File: src/sv/hce_pkg.sv
// Package for the histogram CDF engine: sizes, op and status codes,
// register indexes and the structs passed between the front, back and result queue.
// No dependencies.
`timescale 1ns / 1ps
package hce_pkg;
    localparam int NUM_BINS   = 256;
    localparam int NUM_LEVELS = 256;
    localparam int BIN_W      = 8;

    localparam logic [2:0] OP_ADD   = 3'd0;
    localparam logic [2:0] OP_REM   = 3'd1;
    localparam logic [2:0] OP_CLEAR = 3'd2;
    localparam logic [2:0] OP_BUILD = 3'd3;
    localparam logic [2:0] OP_READ  = 3'd4;

    localparam logic [1:0] ST_OK      = 2'd0;
    localparam logic [1:0] ST_CLAMP   = 2'd1;
    localparam logic [1:0] ST_SUB_SAT = 2'd2;
    localparam logic [1:0] ST_ADD_SAT = 2'd3;

    localparam logic [1:0] REG_LOWER  = 2'd0;
    localparam logic [1:0] REG_SCALE  = 2'd1;
    localparam logic [1:0] REG_BINS   = 2'd2;
    localparam logic [1:0] REG_LEVELS = 2'd3;

    typedef struct packed {
        logic               is_add;
        logic               is_rem;
        logic               is_clr;
        logic               is_bld;
        logic signed [15:0] sample;
        logic [15:0]        weight;
        logic [7:0]         index;
    } t_cmd;

    typedef struct packed {
        logic signed [15:0] lower;
        logic [31:0]        scale;
        logic [BIN_W-1:0]   nbm1;
        logic [BIN_W-1:0]   nlm1;
    } t_cfg;

    typedef struct packed {
        logic [7:0]  bin;
        logic [31:0] count;
        logic [31:0] cum;
        logic [7:0]  lvl;
        logic [31:0] total;
        logic [1:0]  status;
    } t_res;
endpackage

File: src/sv/hce_resq.sv
// Result queue of the histogram CDF engine: two-entry queue toward the result ports.
// Depends on hce_pkg.
`timescale 1ns / 1ps
module hce_resq import hce_pkg::*; (
    input  logic i_clk,
    input  logic i_rst_n,
    input  logic i_wr,
    input  t_res i_res,
    output logic o_free,
    output logic o_empty,
    input  logic i_pop,
    output t_res o_res
);
    t_res       r_q [2];
    logic       r_wp, r_rp;
    logic [1:0] r_cnt;
    logic       w_pop;

    assign o_free  = (r_cnt != 2'd2);
    assign o_empty = (r_cnt == 2'd0);
    assign o_res   = r_q[r_rp];
    assign w_pop   = i_pop && !o_empty;

    always_ff @(posedge i_clk) begin
        if (i_wr) r_q[r_wp] <= i_res;
        if (!i_rst_n) begin
            r_wp  <= 1'b0;
            r_rp  <= 1'b0;
            r_cnt <= '0;
        end else begin
            if (i_wr) r_wp <= ~r_wp;
            if (w_pop) r_rp <= ~r_rp;
            r_cnt <= r_cnt + {1'b0, i_wr} - {1'b0, w_pop};
        end
    end
endmodule

File: config.mk
export PLATFORM = sky130hd
export DESIGN_NAME = hce_resq
export DESIGN_NICKNAME = d
export VERILOG_FILES = /design/src/sv/hce_pkg.sv /design/src/sv/hce_resq.sv
export SDC_FILE = /design/constraint.sdc
export NUM_CORES = 1
export LEC_CHECK = 0
export ABC_AREA = 1
export BUFFER_PORTS_ARGS = -buffer_cell sky130_fd_sc_hd__buf_2
export CAP_MARGIN = 20
export CORE_ASPECT_RATIO = 1.75
export CORE_UTILIZATION = 56
export DETAILED_ROUTE_END_ITERATION = 12
export PLACE_DENSITY = 0.84
export SYNTH_ARGS = -nofsm -noshare
export SYNTH_HDL_FRONTEND = slang
export SYNTH_SLANG_ARGS = --single-unit
File: constraint.sdc
create_clock -name i_clk -period 15.35 [get_ports i_clk]
set_input_delay 2.3025 -clock i_clk [delete_from_list [all_inputs] [get_ports i_clk]]
set_output_delay 2.3025 -clock i_clk [all_outputs]
set_load 0.01 [all_outputs]
==> flow_summary.yaml <==
worst_setup_path:
  path_cells: "buf_4 > mux2_2 > buf_2"
  cpLargestDelayFamily: "buffers and inverters"
  cp_slowest_cell: "dfxtp_4"
  path_buf_inv: 2
  cp_data_required_time_ns: 13.05
  slowest_delay_ns: 0.94
  crit_fanout: 63
  crit_type: "register to output pin"
  end_kind: "output pin"
  r2r-start: "r_wp$_SDFFE_PN0P_"
  worstSetupStartpointType: "register"
  critPathArrivalTime_ns: 2.93
cells_and_area:
  finalNetCount: 757
  layout-drive-gt1-share: 0.582
  fin_util: 0.694
  multi_input_area_um2: 1620
  areaGrowthSynthToFinish_pct: 21.9
  regArea_um2: 6950
  fillers: 1037
sta:
  fmax_ghz: 0.191
  finalCritPeriodShare: 0.341
  relSlewSlack: 0.387
  min_period_ns: 5.24
  setup_viol: 0
  rsz0062_at_grt: "false"
  finClkSkew_ns: 0.0234
  finalHoldViolations: 0
  maxSlewViolCount: 0
  finalSetupTns_ns: 0
  worst_pin_slew_ns: 0.919
global_routing:
  busiest_layer: "met2"
  use_met2: 0.370
  grt_first_pass_wirelength_um: 23400
  grt_util_met1: 0.194
  first_global_vias: 4682
  antenna_found_initial: 8
  grt_max_degree: 65
  use_met3: 0.0416
  grt-ovfl-total: 0
  grt_use_total: 0.198
hold_path:
  hold_start: "r_rp$_SDFFE_PN0P_"
  hold_class: "register to register"
clock_network:
  worstSkewPairLatency_ns: 0.49
  hold_buffers: 0
  cts_resized: 0
  cts_tree: "yes"
  htreeDepth: 1
  root_buffer: "clkbuf_16"
  cts_setup_buffers: 0
  clockBufferDepth: 3
  clkSlewWorstSetupHoldPaths_ns: 0.07
  clkSinkCount: 233
  cts_buffers: 20
power_and_ir_drop:
  internal_power_uw: 1140
  powerDensity_nw_per_um2: 142
  power_uw: 1510
  p_switching_uw: 363
  power.share.combinational: 0.190
  irDropWorstVdd_mv: 0.123
  clockPowerShare: 0.298
  pwr-share-seq: 0.512
  p_leak_uw: 0.00413
  p_sw_frac: 0.241
yosys:
  synth_ff_type: "edfxtp_1"
  yosys-top-cells-count: "edfxtp_1 (228), mux2_4 (60), mux2_2 (54)"
  synth_edf_count: 228
  synthMuxAreaShare: 0.173
  synth.avg_cell_area_um2: 22.3
  ys_async_sr_fraction: 0
  synth_top_family_by_area: "multiplexers"
  yosys.area.top_type_share: 0.786
  synth_seq_area_share: 0.797
  ys_warn_count: 0
  syn-num-nets: 511
  ys_types: 13
  netlist_area_um2: 8710
  synth-adder-area-share: 0.00287
  yosys.area_share.simple: 0.00890
  ys_seq_elements: 233
  synth_compound_area_frac: 0.000574
  yosysTopAreaCell: "edfxtp_1"
  syn_inst: 391
  synth_area_leaders: "edfxtp_1 (79%), mux2_4 (10%), mux2_2 (7.0%), dfxtp_1 (1.1%), buf_6 (0.90%)"
  yosys.area_share.xor_xnor: 0
  yosysMostFrequentCell: "edfxtp_1"
status:
  outcome: "finished, final reports clean"
detailed_routing:
  via_count: 4403
  first_iter_violations: 236
  totalWireLength_um: 16100
  drc: 0
  via_per_inst: 5.25
  drt-pass1-iter-count: 4
  routed_wire_length_per_instance_um: 19.2
  ant_nets: 0
placed_design:
  io_buffers: 233
  place_hpwl_um: 11100
  gp_congestion: 0.773
die:
  core_area_um2: 15300
  die_y_um: 167
  die_area_um2: 16100
  ios: 234
  die_w_um: 96.3
  rows: 60
  start_util: 0.569
run:
  drv_cap: 0
-- per-layer routing --
metal,vias up,wire length (um)
met5,-,52
met4,8,668
met3,54,995
met2,182,9260
met1,2132,5110
li1,2027,-
-- worst paths after layout --
check	to	slack, ns	cells after the start
setup reg to reg	r_q[1][44]$_DFFE_PP_	13.11	3
hold reg to reg	register	0.52	2
setup / recovery	o_res[13]	10.11	3
hold / removal	register	0.52	2
-- cell type report --
type | instances | area share
Clock buffer | 27 | 0.0516
Inverter | 8 | 0.00306
Sequential cell | 233 | 0.654
Tap cell | 186 | 0.0219
Antenna cell | 4 | 0.000942
Multi-Input combinational cell | 137 | 0.153
Timing Repair Buffer | 237 | 0.113
Clock inverter | 6 | 0.00259
-- cell families (layout without fill, tap and decap cells) --
| kind of cell | Yosys count | in the layout |
|---|---|---|
| buf+inv | 21 | 278 |
| other cells | 0 | 4 |
| simple gates | 20 | 20 |
| flops | 233 | 233 |
| fa+ha+maj | 2 | 2 |
| mux | 114 | 114 |
| compound gates | 1 | 1 |
-- per-stage QoR --
stage / worst slack (ns) / instance area (um2) / hold slack [ns] / std cells
4_1_cts: 10.07 / 10600 / 0.513 / 834
2_1_floorplan: 7.65 / 8710 / 0.467 / 391
6_report: 10.11 / 10600 / 0.516 / 838
3_5_place_dp: 10.60 / 10000 / 0.494 / 801
3_3_place_gp: 10.61 / 10000 / 0.490 / 801
5_1_grt: 9.98 / 10600 / 0.552 / 837
-- cell usage in the layout, fill, tap and decap left out, drive strengths merged, types with 2 or more instances in the layout --
master,count
ha,2
nor2,9
buf,237
diode,4
nand3,2
mux2,114
clkinv,5
clkbuf,27
edfxtp,228
dfxtp,5
nand2,9
inv,8
-- power by group through the flow --
stage	sequential, uW	combinational (uW)	clock [uW]
floorplan	764	213	0
global placement	782	280	0
detailed placement	785	288	0
CTS	772	290	460
global route	775	308	478
finish	771	286	448
-- flip-flops by register name, indices dropped and copies added (netlist names), named ones only --
name	flops
r_wp	1
r_q	228
r_rp	1
r_cnt	2
-- tightest hold or removal path: stages (launching register included) --
cell and delay, ns:
dfxtp_1 0.33, nor2_1 0.06, nor2_1 0.09
(Power assumes the default switching activity.)
