`src/sv/hce_pkg.sv`:
```
// Package for the histogram CDF engine: sizes, op and status codes,
// register indexes and the structs passed between the front, back and result queue.
// No dependencies.
`timescale 1ns / 1ps
package hce_pkg;
    localparam int NUM_BINS   = 256;
    localparam int NUM_LEVELS = 256;
    localparam int BIN_W      = 8;

    localparam logic [2:0] OP_ADD   = 3'd0;
    localparam logic [2:0] OP_REM   = 3'd1;
    localparam logic [2:0] OP_CLEAR = 3'd2;
    localparam logic [2:0] OP_BUILD = 3'd3;
    localparam logic [2:0] OP_READ  = 3'd4;

    localparam logic [1:0] ST_OK      = 2'd0;
    localparam logic [1:0] ST_CLAMP   = 2'd1;
    localparam logic [1:0] ST_SUB_SAT = 2'd2;
    localparam logic [1:0] ST_ADD_SAT = 2'd3;

    localparam logic [1:0] REG_LOWER  = 2'd0;
    localparam logic [1:0] REG_SCALE  = 2'd1;
    localparam logic [1:0] REG_BINS   = 2'd2;
    localparam logic [1:0] REG_LEVELS = 2'd3;

    typedef struct packed {
        logic               is_add;
        logic               is_rem;
        logic               is_clr;
        logic               is_bld;
        logic signed [15:0] sample;
        logic [15:0]        weight;
        logic [7:0]         index;
    } t_cmd;

    typedef struct packed {
        logic signed [15:0] lower;
        logic [31:0]        scale;
        logic [BIN_W-1:0]   nbm1;
        logic [BIN_W-1:0]   nlm1;
    } t_cfg;

    typedef struct packed {
        logic [7:0]  bin;
        logic [31:0] count;
        logic [31:0] cum;
        logic [7:0]  lvl;
        logic [31:0] total;
        logic [1:0]  status;
    } t_res;
endpackage

```
`src/sv/hce_front.sv`:
```
// Front of the histogram CDF engine: input item queue and op classification.
// Depends on hce_pkg.
`timescale 1ns / 1ps
module hce_front import hce_pkg::*; (
    input  logic               i_clk,
    input  logic               i_rst_n,
    input  logic               i_push,
    output logic               o_full,
    input  logic [2:0]         i_op,
    input  logic signed [15:0] i_sample,
    input  logic [15:0]        i_weight,
    input  logic [7:0]         i_index,
    output logic               o_valid,
    output t_cmd               o_cmd,
    input  logic               i_take
);
    t_cmd       r_q [4];
    logic [1:0] r_wp, r_rp;
    logic [2:0] r_cnt;
    t_cmd       w_cmd;
    logic       w_push, w_take;

    always_comb begin
        w_cmd        = '0;
        w_cmd.sample = i_sample;
        w_cmd.weight = i_weight;
        w_cmd.index  = i_index;
        case (i_op)
            OP_ADD:   w_cmd.is_add = 1'b1;
            OP_REM:   w_cmd.is_rem = 1'b1;
            OP_CLEAR: w_cmd.is_clr = 1'b1;
            OP_BUILD: w_cmd.is_bld = 1'b1;
            default:  w_cmd.is_add = 1'b0;
        endcase
    end

    assign o_full  = (r_cnt == 3'd4);
    assign o_valid = (r_cnt != 3'd0);
    assign o_cmd   = r_q[r_rp];
    assign w_push  = i_push && !o_full;
    assign w_take  = i_take && o_valid;

    always_ff @(posedge i_clk) begin
        if (w_push) r_q[r_wp] <= w_cmd;
        if (!i_rst_n) begin
            r_wp  <= '0;
            r_rp  <= '0;
            r_cnt <= '0;
        end else begin
            if (w_push) r_wp <= r_wp + 2'd1;
            if (w_take) r_rp <= r_rp + 2'd1;
            r_cnt <= r_cnt + {2'b0, w_push} - {2'b0, w_take};
        end
    end
endmodule

```
`config.mk`:
```
export PLATFORM = sky130hd
export DESIGN_NAME = hce_front
export DESIGN_NICKNAME = d
export VERILOG_FILES = /design/src/sv/hce_pkg.sv /design/src/sv/hce_front.sv
export SDC_FILE = /design/constraint.sdc
export NUM_CORES = 1
export LEC_CHECK = 0
export ABC_AREA = 1
export ABC_CLOCK_PERIOD_IN_PS = 8500
export BUFFER_PORTS_ARGS = -buffer_cell sky130_fd_sc_hd__buf_2
export CAP_MARGIN = 30
export CORE_MARGIN = 4
export CORE_UTILIZATION = 61
export DETAILED_ROUTE_END_ITERATION = 8
export PLACE_DENSITY = 0.86
export REMOVE_ABC_BUFFERS = 1
export SETUP_SLACK_MARGIN = 0.4
export SLEW_MARGIN = 30
export SYNTH_ARGS = -nofsm -noshare
export SYNTH_HDL_FRONTEND = slang
export SYNTH_SLANG_ARGS = --single-unit
```
`constraint.sdc`:
```
create_clock -name i_clk -period 8.5 [get_ports i_clk]
set_input_delay 1.275 -clock i_clk [delete_from_list [all_inputs] [get_ports i_clk]]
set_output_delay 1.275 -clock i_clk [all_outputs]
set_load 0.01 [all_outputs]
```
==> results summary <==
The placement row count is 39. The number of diodes added for antenna fixing came out at 0. Across all layers, the routed design uses 4360 vias. Yosys printed 0 warnings. The total congestion overflow after global routing came out at 0. In the post-synthesis netlist, the biggest area contributors are sky130_fd_sc_hd__edfxtp_1 74%, sky130_fd_sc_hd__o21ai_0 5.8%, sky130_fd_sc_hd__nor2_1 4.7%. The final worst-path cycle share came out at 0.447. The slew at the pin closest to its max-slew limit came out at about 0.88 ns.

The biggest fanout along the worst timing path is 89. STA classifies the critical path endpoint as an output pin. The maximum achievable frequency is between 200 and 300 MHz. The latest clock arrival within the worst-skew pair came out at 0.41 ns. The worst-case register-to-register setup slack came out at 6.17 ns. After synthesis, the mean cell area works out to 14.3 um^2.

The worst hold path begins at r_rp[0]. The total DRC errors in the routed layout is 0. After synthesis, the share of flip-flops with an asynchronous set or reset is 0. The worst min-delay path category is reg2reg. The die outline width is 116 um.

Counting I/O delays and the setup requirement, the final critical path takes 3.80 ns. The routed length per instance is about 19 um. Total power for the finished layout comes to 2.41 mW. The setup clock skew after layout is between 0.01 and 0.015 ns. Setup repair after global routing left no endpoint under its margin.

The flow ran to the end, and the final reports show no timing, DRC or antenna violations. The cell count of the worst reg-to-reg path is 10. The post-detailed-route count of antenna-violating nets came out at 0. Entering global routing, the biggest net connects 90 pins.

Sorting the synthesized cells by how often they occur yields 176 x sky130_fd_sc_hd__edfxtp_1, 90 x sky130_fd_sc_hd__nor2_1, 82 x sky130_fd_sc_hd__o21ai_0, 34 x sky130_fd_sc_hd__o22ai_1, 18 x sky130_fd_sc_hd__buf_2. The maximum clock insertion buffer count is 2. VDD sags by at most 0.197 mV.

The gate count after technology mapping came out at 497. The final design instance area without fill is 0.00819 mm^2. The highest metal layer with signal wires is met5.

The classification of the worst setup path is reg2out. Wire segments on met3 add up to 956 um in the final route. The arrival time reported for the critical path endpoint came out at about 2.5 ns. The total global-route track usage came out at 0.213.

Measured along the y axis, the die boundary spans roughly 120 um. The max-slew violation count is 0. The met2 wire length came out at 7230 um. The worst setup path is launched from a register. Clock tree synthesis selected as its root buffer the cell sky130_fd_sc_hd__clkbuf_16. The number of buffers created by CTS is 17.

The worst hold path depth is 2. The synthesized cell area came out at 0.00712 mm^2. The length of the first detailed-routing pass in iterations came out at 4.

The setup TNS is 0 ns. The max-cap violation count came out at 0. The met1 wire length came out at 5530 um.

Among all cell types in the netlist, the one instantiated most often is sky130_fd_sc_hd__edfxtp_1. The number of storage elements in the synthesis netlist came out at 185. The clock drives 185 sinks. The setup violation total in the final timing report is 0.

The number of port buffers is 92. The H-tree depth is 4. The via count of the first global-routing pass came out at 4350. Among all flip-flop cells after synthesis, the most frequent one is sky130_fd_sc_hd__edfxtp_1. In this run the power density over the cells is 295 mW/mm^2. The worst hold slack is 0.506 ns. The post-cts resize count came out at 0.

The total wire length is 13900 um. The relative area change from synthesis to final layout came out at 15.1%. The final number of hold-violating endpoints came to 0.

In the final layout, the share of cells above drive strength 1 is 0.250. The startpoint identified for the worst register-to-register timing path is r_cnt[1]. For this run, the share of the core covered by cells in the final layout is 0.717.

The buffer count from post-CTS setup fixing is 0. The post-detailed-route via-to-cell ratio came out at about 5.9. The analysis attributes to cell leakage a power of a little under 3 nW. The detailed-placement wirelength estimate is 7900 um. For this block, the initial DRC count from the detailed router was 383. The initial utilization of the core area, before any placement, comes to 0.623. The register area share after synthesis came out at 0.768. The boundary pin count is 93. The area inside the core boundary came out at 0.0114 mm^2.

Yosys mapped a number of flops with a built-in enable equal to 176. Data on the critical path is required at its endpoint by 7.22 ns. The capturing point of the worst reg2reg path is r_cnt[2]. The initial antenna violation count came out at 2. The number of buffers inserted by hold repair at cts came out at 0. The cell type with the highest aggregate area in the netlist is sky130_fd_sc_hd__edfxtp_1. The routability-driven placement congestion ratio is approximately 0.74. The net count of the finished layout is between 600 and 700.

The clock transition at the register clock pins on the worst setup and hold paths after CTS came out at 0.06 ns. The count of unique library cells instantiated by Yosys came out at 23. The share of synthesized area in the top cell type comes to 0.743. The die outline area came out at ~0.013 mm^2. The first global-routing pass estimated 21500 um of wire. TritonCTS built the clock tree. The total placed instance area is 0.00765 mm^2. The relative slew slack came out at 0.415.
==> critical path: stages (launching register included) <==
cell and delay, ns:
sky130_fd_sc_hd__dfxtp_2 0.32, sky130_fd_sc_hd__buf_4 0.64, sky130_fd_sc_hd__inv_6 0.42, sky130_fd_sc_hd__o21ai_0 0.38, sky130_fd_sc_hd__o22ai_2 0.09, sky130_fd_sc_hd__buf_2 0.15
==> registers in the layout, indices dropped and copies added (netlist names), named ones only <==
register  flops
r_q         176
r_cnt         3
r_rp          2
r_wp          2
==> kinds of logic (layout without fill, tap and decap cells) <==
family | count (synthesis) | in the layout | share of synthesized area
buffers and inverters | 46 | 148 | 0.0355
DFF | 185 | 185 | 0.768
adders and majority gates | 7 | 7 | 0.0134
AOI/OAI and AO/OA | 139 | 139 | 0.115
and+or+nand+nor | 120 | 120 | 0.0680
==> worst max-delay path by stage <==
| stage | endpoint | depth (start not counted) | from |
|---|---|---|---|
| CTS | o_cmd[24] | 5 | register |
| global route | o_cmd[21] | 5 | register |
| detailed placement | o_cmd[24] | 5 | register |
| global placement | o_cmd[31] | 5 | register |
| finish | o_cmd[24] | 5 | register |
| floorplan | o_cmd[23] | 3 | register |
==> metal layers <==
metal	track usage	up-vias
met5	0	-
met4	0.0619	4
met3	0.0595	15
met2	0.375	162
met1	0.259	2157
li1	-	2022
==> placed cells by master, fill, tap and decap left out <==
cell type,Yosys,layout
sky130_fd_sc_hd__nand3_1,3,3
sky130_fd_sc_hd__o21ai_1,7,7
sky130_fd_sc_hd__a21boi_0,2,2
sky130_fd_sc_hd__edfxtp_1,176,176
sky130_fd_sc_hd__o21ai_0,82,82
sky130_fd_sc_hd__fa_1,1,1
sky130_fd_sc_hd__nor2_1,90,86
sky130_fd_sc_hd__dfxtp_2,0,2
sky130_fd_sc_hd__inv_2,1,1
sky130_fd_sc_hd__clkinv_4,0,5
sky130_fd_sc_hd__nand2_1,13,13
sky130_fd_sc_hd__nor3_1,4,4
sky130_fd_sc_hd__clkbuf_1,0,3
sky130_fd_sc_hd__dfxtp_1,9,7
sky130_fd_sc_hd__clkbuf_16,0,17
sky130_fd_sc_hd__nor2_4,0,4
sky130_fd_sc_hd__inv_1,17,17
sky130_fd_sc_hd__clkinv_1,0,4
sky130_fd_sc_hd__buf_4,1,5
sky130_fd_sc_hd__a21oi_1,4,4
sky130_fd_sc_hd__buf_2,18,92
sky130_fd_sc_hd__nor2_2,10,10
sky130_fd_sc_hd__o22ai_1,34,34
sky130_fd_sc_hd__o22ai_2,10,10
sky130_fd_sc_hd__ha_1,6,6
sky130_fd_sc_hd__clkinvlp_4,0,2
sky130_fd_sc_hd__bufinv_16,0,1
sky130_fd_sc_hd__inv_6,1,1
==> where the power goes <==
part / internal [mW] / switching [mW]
sequential: 1.11 / 0.0364
clock: 0.401 / 0.310
combinational: 0.183 / 0.372
==> area by class of cell <==
type	count	area, um^2
clock inverter	12	104
tap	143	179
multi-input combinational	266	1430
clock buffer	20	437
timing repair buffer	97	498
fill	744	3230
sequential	185	5470
inverter	19	76.3
==> stage by stage <==
| step | instances | worst slack, ns |
|---|---|---|
| final | 742 | 4.70 |
| after global routing | 742 | 4.48 |
| after CTS | 742 | 4.73 |
| after detailed placement | 710 | 5.17 |
| after global placement | 710 | 5.27 |
| after floorplan | 470 | 4.72 |
(Power assumes the default switching activity.)
